[src/rtl/u16u8_pkg.sv]
// Shared types, constants and byte-forming functions of the UTF-16 to UTF-8 encoder.
`default_nettype none
package u16u8_pkg;

  localparam int MAX_WORDS   = 65535;
  localparam int COUNT_W     = 18;
  localparam int COUNT_FIELD = (1 << COUNT_W) - 1;
  localparam int COUNT_CAP   = (3 * MAX_WORDS > COUNT_FIELD) ? COUNT_FIELD : 3 * MAX_WORDS;
  localparam logic [COUNT_W-1:0] COUNT_LIMIT = COUNT_W'(COUNT_CAP);

  localparam int QUEUE_DEPTH = 2;
  localparam int QPTR_W      = (QUEUE_DEPTH > 1) ? $clog2(QUEUE_DEPTH) : 1;
  localparam int QCNT_W      = $clog2(QUEUE_DEPTH + 1);

  localparam logic [15:0] HIGH_FIRST = 16'hD800;
  localparam logic [15:0] HIGH_LAST  = 16'hDBFF;
  localparam logic [15:0] LOW_FIRST  = 16'hDC00;
  localparam logic [15:0] LOW_LAST   = 16'hDFFF;
  localparam logic [20:0] SUPP_BASE  = 21'h10000;

  typedef struct packed {
    logic [15:0] code_unit;
    logic        last_unit;
  } unit_req_t;

  typedef struct packed {
    logic [7:0]         out_byte;
    logic               run_last;
    logic               string_end;
    logic [COUNT_W-1:0] byte_count;
  } byte_req_t;

  typedef struct packed {
    logic [20:0] cp;
    logic [1:0]  last_idx;
    logic        run_last;
    logic        string_end;
  } job_t;

  function automatic logic [1:0] utf8_last_idx(input logic [20:0] cp);
    logic [1:0] r;
    if (cp < 21'h80) begin
      r = 2'd0;
    end else if (cp < 21'h800) begin
      r = 2'd1;
    end else if (cp < 21'h10000) begin
      r = 2'd2;
    end else begin
      r = 2'd3;
    end
    return r;
  endfunction

  function automatic logic [7:0] utf8_byte(input logic [20:0] cp, input logic [1:0] last_idx,
                                           input logic [1:0] idx);
    logic [7:0] b;
    b = 8'h00;
    case (last_idx)
      2'd0: b = cp[7:0];
      2'd1: b = (idx == 2'd0) ? {3'b110, cp[10:6]} : {2'b10, cp[5:0]};
      2'd2: begin
        case (idx)
          2'd0:    b = {4'b1110, cp[15:12]};
          2'd1:    b = {2'b10, cp[11:6]};
          default: b = {2'b10, cp[5:0]};
        endcase
      end
      default: begin
        case (idx)
          2'd0:    b = {5'b11110, cp[20:18]};
          2'd1:    b = {2'b10, cp[17:12]};
          2'd2:    b = {2'b10, cp[11:6]};
          default: b = {2'b10, cp[5:0]};
        endcase
      end
    endcase
    return b;
  endfunction

endpackage
`default_nettype wire

[src/rtl/u16u8_if.sv]
// Valid/ready channel interfaces for code units and output bytes.
`default_nettype none
interface u16u8_unit_if;
  import u16u8_pkg::*;
  logic      valid;
  logic      ready;
  unit_req_t data;
  modport source (output valid, output data, input ready);
  modport sink (input valid, input data, output ready);
endinterface

interface u16u8_byte_if;
  import u16u8_pkg::*;
  logic      valid;
  logic      ready;
  byte_req_t data;
  modport source (output valid, output data, input ready);
  modport sink (input valid, input data, output ready);
endinterface
`default_nettype wire

[src/rtl/u16u8_queue.sv]
// Short job queue between the classifier and the byte sequencer.
`default_nettype none
module u16u8_queue (
  input  wire logic            clk_i,
  input  wire logic            rst_ni,
  input  wire logic            push_i,
  input  wire u16u8_pkg::job_t push_job_i,
  output logic                 full_o,
  input  wire logic            pop_i,
  output logic                 empty_o,
  output u16u8_pkg::job_t      head_o
);
  import u16u8_pkg::*;

  job_t              mem_q [QUEUE_DEPTH];
  logic [QPTR_W-1:0] wr_q, wr_d, rd_q, rd_d;
  logic [QCNT_W-1:0] cnt_q, cnt_d;
  logic              do_push, do_pop;

  assign full_o  = (cnt_q == QCNT_W'(QUEUE_DEPTH));
  assign empty_o = (cnt_q == '0);
  assign head_o  = mem_q[rd_q];
  assign do_push = push_i && !full_o;
  assign do_pop  = pop_i && !empty_o;

  always_comb begin
    wr_d  = wr_q;
    rd_d  = rd_q;
    cnt_d = cnt_q;
    if (do_push) begin
      wr_d = (wr_q == QPTR_W'(QUEUE_DEPTH - 1)) ? '0 : wr_q + 1'b1;
    end
    if (do_pop) begin
      rd_d = (rd_q == QPTR_W'(QUEUE_DEPTH - 1)) ? '0 : rd_q + 1'b1;
    end
    if (do_push && !do_pop) begin
      cnt_d = cnt_q + 1'b1;
    end else if (do_pop && !do_push) begin
      cnt_d = cnt_q - 1'b1;
    end
  end

  always_ff @(posedge clk_i or negedge rst_ni) begin
    if (!rst_ni) begin
      wr_q  <= '0;
      rd_q  <= '0;
      cnt_q <= '0;
    end else begin
      wr_q  <= wr_d;
      rd_q  <= rd_d;
      cnt_q <= cnt_d;
    end
  end

  always_ff @(posedge clk_i) begin
    if (do_push) begin
      mem_q[wr_q] <= push_job_i;
    end
  end

  a_no_push_full: assert property (@(posedge clk_i) disable iff (!rst_ni)
    full_o |-> !push_i)
    else $error("job pushed into full queue");

endmodule
`default_nettype wire

[src/rtl/u16u8_front.sv]
// Accepts code units, pairs surrogates and issues code-point jobs.
`default_nettype none
module u16u8_front (
  input  wire logic        clk_i,
  input  wire logic        rst_ni,
  u16u8_unit_if.sink       unit_i,
  input  wire logic        full_i,
  output logic             push_o,
  output u16u8_pkg::job_t  job_o
);
  import u16u8_pkg::*;

  logic        pend_q, pend_d;
  logic [9:0]  hb_q, hb_d;
  logic        second_q, second_d;
  job_t        second_job_q, second_job_d;
  logic        acc, is_high, is_low, last;
  logic [15:0] unit;
  logic [20:0] pair_cp, lone_cp, unit_cp;

  assign unit    = unit_i.data.code_unit;
  assign last    = unit_i.data.last_unit;
  assign is_high = unit inside {[HIGH_FIRST:HIGH_LAST]};
  assign is_low  = unit inside {[LOW_FIRST:LOW_LAST]};
  assign unit_i.ready = !second_q && !full_i;
  assign acc     = unit_i.valid && unit_i.ready;

  assign pair_cp = ({11'd0, hb_q} << 10) + {11'd0, unit[9:0]} + SUPP_BASE;
  assign lone_cp = {5'd0, HIGH_FIRST | {6'd0, hb_q}};
  assign unit_cp = {5'd0, unit};

  always_comb begin
    pend_d       = pend_q;
    hb_d         = hb_q;
    second_d     = second_q;
    second_job_d = second_job_q;
    push_o       = 1'b0;
    job_o        = '{cp: unit_cp, last_idx: utf8_last_idx(unit_cp), run_last: 1'b1,
                     string_end: last};
    if (second_q) begin
      job_o = second_job_q;
      if (!full_i) begin
        push_o   = 1'b1;
        second_d = 1'b0;
      end
    end else if (acc) begin
      if (pend_q) begin
        if (is_low) begin
          push_o = 1'b1;
          job_o  = '{cp: pair_cp, last_idx: 2'd3, run_last: 1'b1, string_end: last};
          pend_d = 1'b0;
        end else if (is_high && !last) begin
          push_o = 1'b1;
          job_o  = '{cp: lone_cp, last_idx: 2'd2, run_last: 1'b1, string_end: 1'b0};
          hb_d   = unit[9:0];
        end else begin
          push_o       = 1'b1;
          job_o        = '{cp: lone_cp, last_idx: 2'd2, run_last: 1'b0, string_end: 1'b0};
          second_d     = 1'b1;
          second_job_d = '{cp: unit_cp, last_idx: utf8_last_idx(unit_cp), run_last: 1'b1,
                           string_end: last};
          pend_d       = 1'b0;
        end
      end else if (is_high && !last) begin
        pend_d = 1'b1;
        hb_d   = unit[9:0];
      end else begin
        push_o = 1'b1;
      end
    end
  end

  always_ff @(posedge clk_i or negedge rst_ni) begin
    if (!rst_ni) begin
      pend_q   <= 1'b0;
      hb_q     <= '0;
      second_q <= 1'b0;
    end else begin
      pend_q   <= pend_d;
      hb_q     <= hb_d;
      second_q <= second_d;
    end
  end

  always_ff @(posedge clk_i) begin
    second_job_q <= second_job_d;
  end

  a_second_blocks: assert property (@(posedge clk_i) disable iff (!rst_ni)
    second_q |-> !unit_i.ready)
    else $error("request accepted while second job waits");

  a_second_no_pend: assert property (@(posedge clk_i) disable iff (!rst_ni)
    second_q |-> !pend_q)
    else $error("surrogate held while second job waits");

endmodule
`default_nettype wire

[src/rtl/u16u8_back.sv]
// Expands queued code points into UTF-8 bytes with a running byte count.
`default_nettype none
module u16u8_back (
  input  wire logic            clk_i,
  input  wire logic            rst_ni,
  input  wire logic            empty_i,
  input  wire u16u8_pkg::job_t head_i,
  output logic                 pop_o,
  u16u8_byte_if.source         byte_o
);
  import u16u8_pkg::*;

  logic [1:0]         idx_q, idx_d;
  logic [COUNT_W-1:0] cnt_q, cnt_d, cnt_inc;
  logic               out_valid_q, out_valid_d;
  byte_req_t          out_q, out_d;
  logic               advance, final_byte;

  assign advance    = !empty_i && (!out_valid_q || byte_o.ready);
  assign final_byte = (idx_q == head_i.last_idx);
  assign pop_o      = advance && final_byte;
  assign cnt_inc    = (cnt_q < COUNT_LIMIT) ? cnt_q + 1'b1 : cnt_q;

  always_comb begin
    idx_d       = idx_q;
    cnt_d       = cnt_q;
    out_d       = out_q;
    out_valid_d = out_valid_q;
    if (advance) begin
      out_valid_d      = 1'b1;
      out_d.out_byte   = utf8_byte(head_i.cp, head_i.last_idx, idx_q);
      out_d.run_last   = final_byte && head_i.run_last;
      out_d.string_end = final_byte && head_i.string_end;
      out_d.byte_count = cnt_inc;
      cnt_d            = (final_byte && head_i.string_end) ? '0 : cnt_inc;
      idx_d            = final_byte ? 2'd0 : idx_q + 1'b1;
    end else if (byte_o.ready) begin
      out_valid_d = 1'b0;
    end
  end

  always_ff @(posedge clk_i or negedge rst_ni) begin
    if (!rst_ni) begin
      idx_q       <= '0;
      cnt_q       <= '0;
      out_valid_q <= 1'b0;
    end else begin
      idx_q       <= idx_d;
      cnt_q       <= cnt_d;
      out_valid_q <= out_valid_d;
    end
  end

  always_ff @(posedge clk_i) begin
    out_q <= out_d;
  end

  assign byte_o.valid = out_valid_q;
  assign byte_o.data  = out_q;

  a_idx_in_range: assert property (@(posedge clk_i) disable iff (!rst_ni)
    !empty_i |-> (idx_q <= head_i.last_idx))
    else $error("byte index past end of code point");

  a_end_clears: assert property (@(posedge clk_i) disable iff (!rst_ni)
    (advance && final_byte && head_i.string_end) |=> (cnt_q == '0))
    else $error("byte count not cleared after string end");

endmodule
`default_nettype wire

[src/rtl/utf16_to_utf8_stream_encoder.sv]
// Top level of the UTF-16 to UTF-8 stream encoder.
//
//   channel   dir   payload                                         request
//   unit_i    in    code_unit[15:0], last_unit                      one code unit
//   byte_o    out   out_byte[7:0], run_last, string_end, count[17:0] one UTF-8 byte
//
// One output byte per cycle while jobs are queued and byte_o is ready; a code unit gives 1 to 3
// bytes, a surrogate pair 4, and a broken pair 3 plus the following unit's bytes.
// A unit is accepted each cycle the job queue has room and no broken-pair job waits.
// A high surrogate that is not last is held in the front until the next unit arrives.
// Reset clears the held surrogate, the queue and the byte count.
// byte_o stalls hold the output register; the queue then fills and unit_i stalls.
`default_nettype none
module utf16_to_utf8_stream_encoder (
  input  wire logic     clk_i,
  input  wire logic     rst_ni,
  u16u8_unit_if.sink    unit_i,
  u16u8_byte_if.source  byte_o
);
  import u16u8_pkg::*;

  logic push, pop, full, empty;
  job_t push_job, head;

  u16u8_front u_front (
    .clk_i  (clk_i),
    .rst_ni (rst_ni),
    .unit_i (unit_i),
    .full_i (full),
    .push_o (push),
    .job_o  (push_job)
  );

  u16u8_queue u_queue (
    .clk_i      (clk_i),
    .rst_ni     (rst_ni),
    .push_i     (push),
    .push_job_i (push_job),
    .full_o     (full),
    .pop_i      (pop),
    .empty_o    (empty),
    .head_o     (head)
  );

  u16u8_back u_back (
    .clk_i   (clk_i),
    .rst_ni  (rst_ni),
    .empty_i (empty),
    .head_i  (head),
    .pop_o   (pop),
    .byte_o  (byte_o)
  );

endmodule
`default_nettype wire

[src/flat_wrapper.sv]
// flat-port wrapper written by rule: the top's interface ports become plain ports
module utf16_to_utf8_stream_encoder_flat import u16u8_pkg::*;
  (clk_i, rst_ni, unit_i_valid, unit_i_data, unit_i_ready, byte_o_valid, byte_o_data, byte_o_ready);
  u16u8_unit_if unit_i_i ();
  u16u8_byte_if byte_o_i ();
  input  wire logic clk_i;
  input  wire logic rst_ni;
  input wire logic [$bits(unit_i_i.valid)-1:0] unit_i_valid;
  input wire logic [$bits(unit_i_i.data)-1:0] unit_i_data;
  output wire logic [$bits(unit_i_i.ready)-1:0] unit_i_ready;
  output wire logic [$bits(byte_o_i.valid)-1:0] byte_o_valid;
  output wire logic [$bits(byte_o_i.data)-1:0] byte_o_data;
  input wire logic [$bits(byte_o_i.ready)-1:0] byte_o_ready;
  assign unit_i_i.valid = unit_i_valid;
  assign unit_i_i.data = unit_i_data;
  assign unit_i_ready = unit_i_i.ready;
  assign byte_o_valid = byte_o_i.valid;
  assign byte_o_data = byte_o_i.data;
  assign byte_o_i.ready = byte_o_ready;
  utf16_to_utf8_stream_encoder u_core (.clk_i(clk_i), .rst_ni(rst_ni), .unit_i(unit_i_i), .byte_o(byte_o_i));
endmodule
[config.mk]
export PLATFORM = sky130hd
export DESIGN_NAME = utf16_to_utf8_stream_encoder_flat
export DESIGN_NICKNAME = d
export VERILOG_FILES = /design/src/rtl/u16u8_pkg.sv /design/src/rtl/u16u8_if.sv /design/src/rtl/u16u8_queue.sv /design/src/rtl/u16u8_front.sv /design/src/rtl/u16u8_back.sv /design/src/rtl/utf16_to_utf8_stream_encoder.sv /design/src/flat_wrapper.sv
export SDC_FILE = /design/constraint.sdc
export NUM_CORES = 1
export LEC_CHECK = 0
export ABC_AREA = 1
export BUFFER_PORTS_ARGS = -buffer_cell sky130_fd_sc_hd__buf_2
export CORE_UTILIZATION = 45
export CTS_CLUSTER_DIAMETER = 60
export DETAILED_ROUTE_END_ITERATION = 10
export PLACE_DENSITY_LB_ADDON = 0.3
export SETUP_SLACK_MARGIN = 0.3
export SLEW_MARGIN = 0
export SYNTH_ARGS = -nofsm -noshare
export SYNTH_HDL_FRONTEND = slang
export SYNTH_SLANG_ARGS = --single-unit
[constraint.sdc]
create_clock -name clk_i -period 2.5 [get_ports clk_i]
set_clock_uncertainty 0.2 [all_clocks]
set_input_delay 0.5 -clock clk_i [delete_from_list [all_inputs] [get_ports clk_i]]
set_output_delay 0.5 -clock clk_i [all_outputs]
set_load 0.1 [all_outputs]
==> flow_metrics.tcl, run 1 <==
set metrics [dict create \
    die-area_um2 15200 \
    required_ns 2.60 \
    syn_area_um2 6620 \
    cts_made_buffers 17 \
    overflow 0 \
    cts_buffer_depth 2 \
    max-vdd-ir-drop_uv 746 \
    drcViolationCount 0 \
    io_buffers 50 \
    antenna_found_initial 0 \
    io_pins 51 \
    worst_slew_pin_slew_ns 0.491 \
    path_cells "inv_2 > nor2_2 > nor2_4 > nand2_2 > nor2_4 > nor2_1 > nand2_1 > nand2_2 > inv_2 > ha_4 > a21oi_1 > o21ai_1 > xor2_1" \
    hold_violations 0 \
    detail_route.vias_per_cell 5.05 \
    syn_nets 772 \
    core_um2 14100 \
    status "completed" \
    clock_latency_ns 0.43 \
    yosysUniqueCellTypes 31 \
    max_freq_mhz 480 \
    grt_pass1_wl_mm 22.7 \
    grt_max_degree 35 \
    dpl.hpwl_mm 9.77 \
    p_leak_nw 3.59 \
    cp_max_fo 3 \
    synth.area.top_cells "edfxtp_1 (44%), nand2_1 (15%), dfrtp_1 (14%)" \
    final_nets 847 \
    row_count 43 \
    yosysWarnings 0 \
    die_y_um 123 \
    htreeDepth 4 \
    period_share_pct 83.4 \
    min_path_cells 1 \
    cpMaxStageDelayCell "dfrtp_1" \
    synth_enable_flop_cells 97 \
    place_congestion 0.873 \
    ys_ff_latch 134 \
    synth_flop_cell "edfxtp_1" \
    async_reset_ff_share_pct 27.6 \
    post-route-min-period_ns 2.08 \
    end_kind "flop" \
    num_vias 5080 \
    num_antenna_cells 0 \
    cts_tree "built" \
    power.density_nw_per_um2 1300 \
    r2r_cells 13 \
    clk_pin_slew_worst_paths_ns 0.06 \
    yosys.area.top_type_share_pct 44.0 \
    first_iter_violations 388 \
    finalSetupViolCount 0 \
    firstDrtPassIters 5 \
    wire_per_inst_um 14.0 \
    maxSlewViolCount 0 \
    cp_top_family "simple AND/OR/NAND/NOR gates" \
    slew_headroom_pct 67.0 \
    die_w_um 123 \
    synth_cells 738 \
    dpl.cell_count 961 \
    start_util_pct 46.9 \
    clock_sinks 134 \
    startpoint_type "flop" \
    area_growth_pct 20.2 \
    grt_pass1_vias 4639 \
    wl_mm 14.0 \
    crit_cells 13 \
    yosysSeqAreaShare_pct 58.0 \
    rsz0062_at_grt "no" \
    cts_root_buf "clkbuf_16" \
    path_buf_inv 2 \
    ant_nets 0 \
    crit_type "flop to flop" \
    min_path_type "primary input to flop" \
    track_usage_pct 20.1 \
    syn_area_per_cell_um2 8.96 \
    stdcell_count 1006 \
    drive_gt1_share_pct 18.0 \
    synth_top_area_cell "edfxtp_1" \
    drv_cap 0 \
    whs_ns 0.0641 \
    slowest_delay_ns 0.41 \
    cp.arrival_ns 2.19 \
]
==> worst paths after layout <==
check                                                    start                                  endpoint  slack [ns]
min in group asynchronous                               rst_ni         u_core.u_front.pend_q$_DFFE_PN0P_        0.30
hold / removal                                  unit_i_data[4]  u_core.u_front.second_job_q[7]$_DFFE_PP_        0.06
setup reg to reg           u_core.u_queue.cnt_q[1]$_DFFE_PN0P_       u_core.u_queue.cnt_q[1]$_DFFE_PN0P_        0.42
max in group asynchronous                               rst_ni        u_core.u_back.cnt_q[0]$_DFFE_PN0P_        1.11
setup / recovery           u_core.u_queue.cnt_q[1]$_DFFE_PN0P_       u_core.u_queue.cnt_q[1]$_DFFE_PN0P_        0.42
hold reg to reg                u_core.u_queue.wr_q$_DFFE_PN0P_           u_core.u_queue.wr_q$_DFFE_PN0P_        0.28
==> cell usage after synthesis (2+ instances only) <==
cell,n
nand3_1,41
buf_2,7
and2_1,5
xnor2_1,2
a21oi_1,16
a22o_1,3
nand4_1,5
mux2i_1,4
ha_1,13
clkbuf_1,9
nor2_2,5
inv_1,82
inv_2,4
o21ai_1,9
nand2_2,7
buf_6,3
buf_4,2
xor2_1,10
nor2_1,58
nand2_1,262
o21ai_0,44
dfrtp_1,37
o211ai_1,6
edfxtp_1,97
==> cell type report <==
cell class              instances  area [um^2]
fillers                      1236         6150
clock buffers                  18          429
repair inverters                2         15.0
clock inverters                14          221
multi-input cells             497         2400
inverters                      86          330
well taps                     180          225
repair buffers                 75          484
flip-flops and latches        134         3840
==> sequential cells by signal (all words and copies together) (netlist names) <==
name	cells
u_core.u_front.hb_q	10
u_core.u_back.cnt_q	18
u_core.u_back.byte_o.data	28
u_core.u_front.second_q	1
u_core.u_queue.mem_q	50
u_core.u_front.pend_q	1
u_core.u_queue.wr_q	1
u_core.u_front.second_job_q	19
u_core.u_back.byte_o.valid	1
u_core.u_queue.cnt_q	2
u_core.u_queue.rd_q	1
u_core.u_back.idx_q	2
==> cells by family (layout without fill, tap and decap cells) <==
| family | Yosys count | count (layout) | share of synthesized area (%) |
|---|---|---|---|
| adder cells (fa/ha/maj) | 13 | 13 | 2.46 |
| flip-flops | 134 | 134 | 58.0 |
| AO/OA/AOI/OAI | 82 | 82 | 6.98 |
| AND/OR/NAND/NOR | 386 | 386 | 23.7 |
| multiplexers | 4 | 4 | 0.605 |
| XOR/XNOR | 12 | 12 | 1.59 |
| buffers and inverters | 107 | 195 | 6.66 |
==> through the flow <==
step | setup slack, ns | util, % | power (mW) | setup TNS (ns) | cell area (um^2)
after floorplan | -0.0661 | - | 6.60 | -1.65 | 6660
after global placement | 0.0681 | 50.6 | 7.38 | 0 | 7130
after detailed placement | 0.0574 | 50.6 | 7.43 | 0 | 7130
after CTS | 0.311 | 56.0 | 10.3 | 0 | 7890
after global routing | 0.301 | 56.4 | 10.9 | 0 | 7950
final | 0.416 | 56.4 | 10.3 | 0 | 7950
==> where the power goes <==
| part | switching [mW] | internal (mW) |
|---|---|---|
| Combinational | 3.31 | 0.987 |
| Clock | 0.959 | 1.78 |
| Sequential | 0.207 | 3.07 |
==> placed cells by master (no fill, tap or decap), types with 2 or more instances in the layout <==
master,n
nand3_2,2
dfrtp_1,35
nand4_1,5
nor2_1,56
and2_1,4
clkinvlp_4,4
xor2_1,10
inv_2,7
nor2_2,5
o21ai_0,40
nor2_4,3
clkbuf_16,17
ha_1,9
inv_1,77
a21oi_1,15
buf_2,49
ha_2,3
edfxtp_1,97
clkinv_2,2
mux2i_1,4
nand2_2,13
o21ai_1,13
inv_6,5
xnor2_1,2
buf_4,21
buf_12,3
dfrtp_2,2
nand2_1,256
nand3_1,39
o211ai_1,6
bufinv_16,5
clkinv_4,2
a22o_1,3
==> what timing repair did <==
item / in CTS / in global routing
hold endpoints to repair: 13 / 0
buffers inserted: 5 / 5
pin swaps: 1 / 5
gates cloned: 2 / 0
hold buffers: 1 / 0
endpoints found under the setup margin: 47 / 61
resized for setup: 9 / 12
==> metal layers <==
| layer | track usage [%] | part of all wire (%) | routed length (um) | vias to the layer above |
|---|---|---|---|---|
| li1 | - | - | - | 2547 |
| met1 | 28.7 | 48 | 6790 | 2373 |
| met2 | 29.0 | 44 | 6160 | 139 |
| met3 | 5.44 | 6.1 | 860 | 21 |
| met4 | 7.61 | 1.6 | 223 | 0 |
| met5 | 0 | 0 | 0 | - |
(Power assumes the default switching activity.)
==> run 2: changes to the inputs <==
==> constraint.sdc (replaced) <==
create_clock -name clk_i -period 2.14 [get_ports clk_i]
set_clock_uncertainty 0.2 [all_clocks]
set_input_delay 0.428 -clock clk_i [delete_from_list [all_inputs] [get_ports clk_i]]
set_output_delay 0.428 -clock clk_i [all_outputs]
set_load 0.1 [all_outputs]
==> flow_metrics.tcl, run 2 (synthesis gave the netlist of run 1 again) <==
set metrics [dict create \
    clk_pin_slew_worst_paths_ns 0.06 \
    r2r_end "u_core.u_back.byte_o.data[12]$_DFFE_PP_" \
    p_leak_nw 4.14 \
    row_count 43 \
    die-area_um2 15200 \
    die_y_um 123 \
    detail_route.vias_per_cell 5.41 \
    final_nets 919 \
    r2r_cells 9 \
    grt_max_degree 26 \
    hold_violations 0 \
    max_freq_mhz 488 \
    firstDrtPassIters 6 \
    power.total_mw 13.4 \
    postLayoutCoreUtil_pct 68.5 \
    end_kind "flop" \
    clock_latency_ns 0.43 \
    maxSlewViolCount 0 \
    period_share_pct 95.8 \
    cts_buffer_depth 2 \
    die_w_um 123 \
    cp_max_fo 5 \
    startpoint_type "flop" \
    rsz0062_at_grt "yes" \
    finalSetupViolCount 0 \
    io_buffers 50 \
    worst_slew_pin_slew_ns 0.538 \
    final_common_cell "nand2_1" \
    drcViolationCount 0 \
    num_antenna_cells 0 \
    htreeDepth 4 \
    cts_root_buf "clkbuf_16" \
    drv_cap 0 \
    cp.arrival_ns 2.03 \
    start_util_pct 46.9 \
    area_growth_pct 45.9 \
    num_vias 5834 \
    slew_headroom_pct 64.2 \
    wl_mm 18.1 \
    r2r-start "u_core.u_back.cnt_q[3]$_DFFE_PN0P_" \
    cts_made_buffers 17 \
    r2r_slack_ns 0.09 \
    wire_per_inst_um 16.8 \
    place_congestion 0.916 \
    n_fill_cell 966 \
    min_path_type "primary input to flop" \
    crit_type "flop to flop" \
    required_ns 2.12 \
    first_iter_violations 548 \
    top_register "u_core.u_queue.mem_q" \
    power.density_nw_per_um2 1390 \
    grt_pass1_vias 5241 \
    ant_nets 0 \
    max-vdd-ir-drop_uv 958 \
    drive_gt1_share_pct 40.4 \
    clock_sinks 134 \
    layout_common_cells "nand2_1 (192), edfxtp_1 (97), inv_1 (58)" \
    status "completed" \
    antenna_found_initial 0 \
    dpl.hpwl_mm 10.3 \
    track_usage_pct 23.0 \
    overflow 0 \
    cp-startpoint "u_core.u_back.cnt_q[3]$_DFFE_PN0P_" \
    post-route-min-period_ns 2.05 \
    grt_pass1_wl_mm 26.0 \
    cp-endpoint "u_core.u_back.byte_o.data[12]$_DFFE_PP_" \
    io_pins 51 \
    core_um2 14100 \
    largest_reg_flops 50 \
    cts_tree "built" \
]
## run 2: cell count changes in the layout (fill, tap and decap cells not counted), moves of 9 or more
cell,before,now
nand2_4,0,24
inv_2,7,16
dlygate4sd3_1,1,10
nand2_2,13,48
nor2_1,56,37
o21ai_2,0,14
nand2_1,256,192
buf_4,21,48
inv_1,77,58
o21ai_0,40,27
buf_6,1,20
nand3_2,2,19
nor2_4,3,16
nand3_1,39,19
## run 2: worst max-delay path, cell delays in order (launching register included)
cell	delay, ns
dfrtp_1	0.41
nand2_2	0.12
nor2_2	0.22
nand2_2	0.16
o21ai_4	0.23
buf_12	0.16
buf_12	0.14
nand2_4	0.06
nand2_2	0.07
inv_2	0.03
## run 2: where the power goes
group	total [mW]	internal [mW]	switching [mW]
clock network	2.96	1.82	1.14
registers	3.86	3.59	0.269
logic	6.61	2.00	4.62
total	13.4	7.41	6.02
## run 2: cell type report
type	instances	area [um^2]	area share, %
inverters	86	370	3.84
flip-flops and latches	134	3840	39.8
clock buffers	19	433	4.49
multi-input cells	498	3210	33.3
well taps	180	225	2.33
repair buffers	146	1380	14.3
clock inverters	13	158	1.63
repair inverters	2	25.0	0.259
## run 2: worst min-delay path by stage
stage | from | end | slack, ns | depth (start not counted)
final | unit_i_data[13] | u_core.u_front.second_job_q[16]$_DFFE_PP_ | 0.02 | 1
after global routing | unit_i_data[13] | u_core.u_front.second_job_q[16]$_DFFE_PP_ | 0.02 | 1
after CTS | unit_i_data[13] | u_core.u_front.second_job_q[16]$_DFFE_PP_ | 0.009 | 1
after detailed placement | rst_ni | u_core.u_back.byte_o.valid$_DFFE_PN0P_ | 0.24 | 1
after global placement | rst_ni | u_core.u_back.byte_o.valid$_DFFE_PN0P_ | 0.24 | 1
after floorplan | rst_ni | u_core.u_back.cnt_q[0]$_DFFE_PN0P_ | -0.07 | 0
## run 2: routing by layer
layer | GRT usage, % | part of all wire (%) | vias to the layer above | wire (um)
li1 | - | - | 2710 | -
met1 | 31.7 | 42 | 2842 | 7700
met2 | 35.5 | 48 | 249 | 8780
met3 | 6.18 | 7.0 | 33 | 1270
met4 | 6.63 | 2.1 | 0 | 383
met5 | 0 | 0 | - | 0
## run 2: metrics by stage
step	cell area, um^2	setup WS [ns]	cells	setup TNS (ns)	hold WS (ns)
after floorplan	6830	-0.425	738	-24.47	-0.0676
after global routing	9650	0.0341	1078	0	0.0198
after global placement	7430	0.0465	975	0	0.239
after CTS	8930	0.136	1056	0	0.00937
final	9650	0.0903	1078	0	0.0234
after detailed placement	7430	0.0182	975	0	0.238
## run 2: what timing repair did
item	CTS	global route
endpoints found under the hold margin	28	0
pin swaps	49	50
gates resized for setup	106	140
hold buffers	10	0
gates cloned	7	5
setup endpoints to repair	146	169
setup buffers	32	17
==> run 3: changes to the inputs <==
--- a/config.mk
+++ b/config.mk
@@ -5,9 +5,8 @@
 export SDC_FILE = /design/constraint.sdc
 export NUM_CORES = 1
 export LEC_CHECK = 0
-export ABC_AREA = 1
 export BUFFER_PORTS_ARGS = -buffer_cell sky130_fd_sc_hd__buf_2
-export CORE_UTILIZATION = 45
+export CORE_UTILIZATION = 60
 export CTS_CLUSTER_DIAMETER = 60
 export DETAILED_ROUTE_END_ITERATION = 10
 export PLACE_DENSITY_LB_ADDON = 0.3
==> flow_metrics.tcl, run 3 <==
set metrics [dict create \
    synth_flop_cell "edfxtp_1" \
    synth_enable_flop_cells 97 \
    dpl.hpwl_mm 9.78 \
    yosysWarnings 0 \
    final_common_cell "buf_4" \
    die_y_um 105 \
    hold_violations 0 \
    max_freq_mhz 413 \
    io_buffers 50 \
    grt_pass1_vias 5570 \
    syn_area_um2 6350 \
    path_buf_inv 3 \
    antenna_found_initial 1 \
    layout_common_cells "buf_4 (100), edfxtp_1 (97), buf_6 (39)" \
    maxSlewViolCount 0 \
    synth_cells 502 \
    ant_nets 0 \
    firstDrtPassIters 8 \
    crit_path_frequent_cell "buf_4" \
    grt_pass1_wl_mm 31.9 \
    regArea_um2 3850 \
    wire_per_inst_um 33.5 \
    detail_route.vias_per_cell 7.38 \
    ys_ff_latch 134 \
    max-vdd-ir-drop_uv 1220 \
    yosys.area.top_type_share_pct 45.9 \
    yosysSeqAreaShare_pct 60.5 \
    drv_cap 0 \
    synth_common_cells "edfxtp_1 (97), nand2_1 (45), dfrtp_1 (37)" \
    final_nets 722 \
    area_growth_pct 54.6 \
    finalSetupViolCount 52 \
    synth_top_area_cell "edfxtp_1" \
    cp_top_family "buffers and inverters" \
    slew_headroom_pct 18.7 \
    post-route-min-period_ns 2.42 \
    drcViolationCount 0 \
    crit_type "flop to flop" \
    slowest_delay_ns 0.47 \
    end_kind "flop" \
    first_iter_violations 902 \
    power.total_mw 14.6 \
    start_util_pct 61.8 \
    wl_mm 28.1 \
    die_w_um 105 \
    num_vias 6182 \
    period_share_pct 113 \
    violations "setup timing" \
    required_ns 2.41 \
    async_reset_ff_share_pct 27.6 \
    min_path_type "primary input to flop" \
    syn_area_per_cell_um2 12.6 \
    top_register "u_core.u_queue.mem_q" \
    grt_max_degree 40 \
    cpMaxStageDelayCell "dfrtp_2" \
    clock_sinks 134 \
    cts_root_buf "clkbuf_8" \
    whs_ns 0.0502 \
    n_fill_cell 209 \
    startpoint_type "flop" \
    yosysUniqueCellTypes 63 \
    track_usage_pct 40.0 \
    cts_made_buffers 17 \
    multi_input_area_um2 3440 \
    row_count 37 \
    yosysMostFrequentCell "edfxtp_1" \
    place_congestion 0.904 \
    clock_latency_ns 0.54 \
    clk_pin_slew_worst_paths_ns 0.07 \
    rsz0062_at_grt "yes" \
    setup_ws_ns -0.280 \
    cts_tree "built" \
    die-area_um2 11000 \
    power.density_nw_per_um2 1490 \
    status "finished with violations" \
    overflow 0 \
    path_cells "mux2i_4 > xnor2_4 > buf_4 > o31ai_4 > buf_6 > buf_4 > nor3b_1 > a21o_1" \
    cts_buffer_depth 2 \
    largest_reg_flops 50 \
    drive_gt1_share_pct 57.3 \
    htreeDepth 4 \
    core_um2 10300 \
    syn_nets 536 \
    cp_max_fo 5 \
    synth.area.top_cells "edfxtp_1 (46%), dfrtp_1 (15%), mux2i_1 (3.8%)" \
    io_pins 51 \
    r2r_slack_ns -0.28 \
    worst_slew_pin_slew_ns 1.22 \
    cp.arrival_ns 2.69 \
    p_leak_nw 3.85 \
]
run 3: per-stage QoR:
stage	setup TNS, ns	utilization (%)	area, um^2	instances	setup WS, ns
floorplan	-1.19	-	6750	502	-0.132
global placement	-8.34	73.4	7540	735	-0.211
detailed placement	-10.93	73.4	7540	735	-0.258
CTS	-0.0289	88.2	9070	813	-0.0138
global route	-5.23	95.5	9810	838	-0.268
finish	-3.53	95.5	9810	838	-0.280
run 3: kinds of logic after synthesis:
family	share of synthesized area [%]
compound gates	12.1
xor+xnor	3.13
fa+ha+maj	2.56
buf+inv	3.13
flops	60.5
mux	8.04
simple gates	10.5
run 3: what timing repair did:
action | CTS | global route
endpoints found under the hold margin | 33 | 0
resized for setup | 141 | 116
hold buffers | 11 | 0
endpoints found under the setup margin | 200 | 177
cloned | 9 | 0
buffers inserted | 26 | 24
pin swaps | 40 | 41
run 3: power by group:
group	switching [mW]	leakage (nW)	internal (mW)
logic	4.86	2.20	2.66
clock network	1.27	0.275	1.76
registers	0.469	1.38	3.57
run 3: final timing paths:
kind / cells past startpoint / from / end
setup / recovery: 8 / u_core.u_queue.rd_q$_DFFE_PN0P_ / u_core.u_back.cnt_q[10]$_DFFE_PN0P_
hold / removal: 3 / byte_o_ready / u_core.u_back.byte_o.valid$_DFFE_PN0P_
setup reg to reg: 8 / u_core.u_queue.rd_q$_DFFE_PN0P_ / u_core.u_back.cnt_q[10]$_DFFE_PN0P_
hold reg to reg: 2 / u_core.u_front.second_job_q[12]$_DFFE_PP_ / u_core.u_queue.mem_q[1][12]$_DFFE_PP_
max in group asynchronous: 3 / rst_ni / u_core.u_queue.rd_q$_DFFE_PN0P_
min in group asynchronous: 2 / rst_ni / u_core.u_queue.cnt_q[0]$_DFFE_PN0P_
run 3: cell type report:
type	count	area share (%)
diodes	1	0.0255
clock inverters	15	1.65
repair inverters	1	0.115
repair buffers	182	16.9
multi-input cells	332	35.1
well taps	136	1.73
flip-flops and latches	134	39.2
inverters	20	1.02
clock buffers	17	4.22
run 3: tightest hold or removal path, delay by kind of cell:
family                 cells  cell delay (ns)
buffers and inverters      1             0.08
and+or+nand+nor            2             0.23
run 3: routing by layer:
metal / GRT usage, % / part of all wire [%] / vias to the layer above
met1: 49.5 / 32 / 2962
met5: 0 / 0 / -
met3: 8.55 / 13 / 219
li1: - / - / 2270
met4: 23.6 / 8.5 / 0
met2: 65.0 / 46 / 731
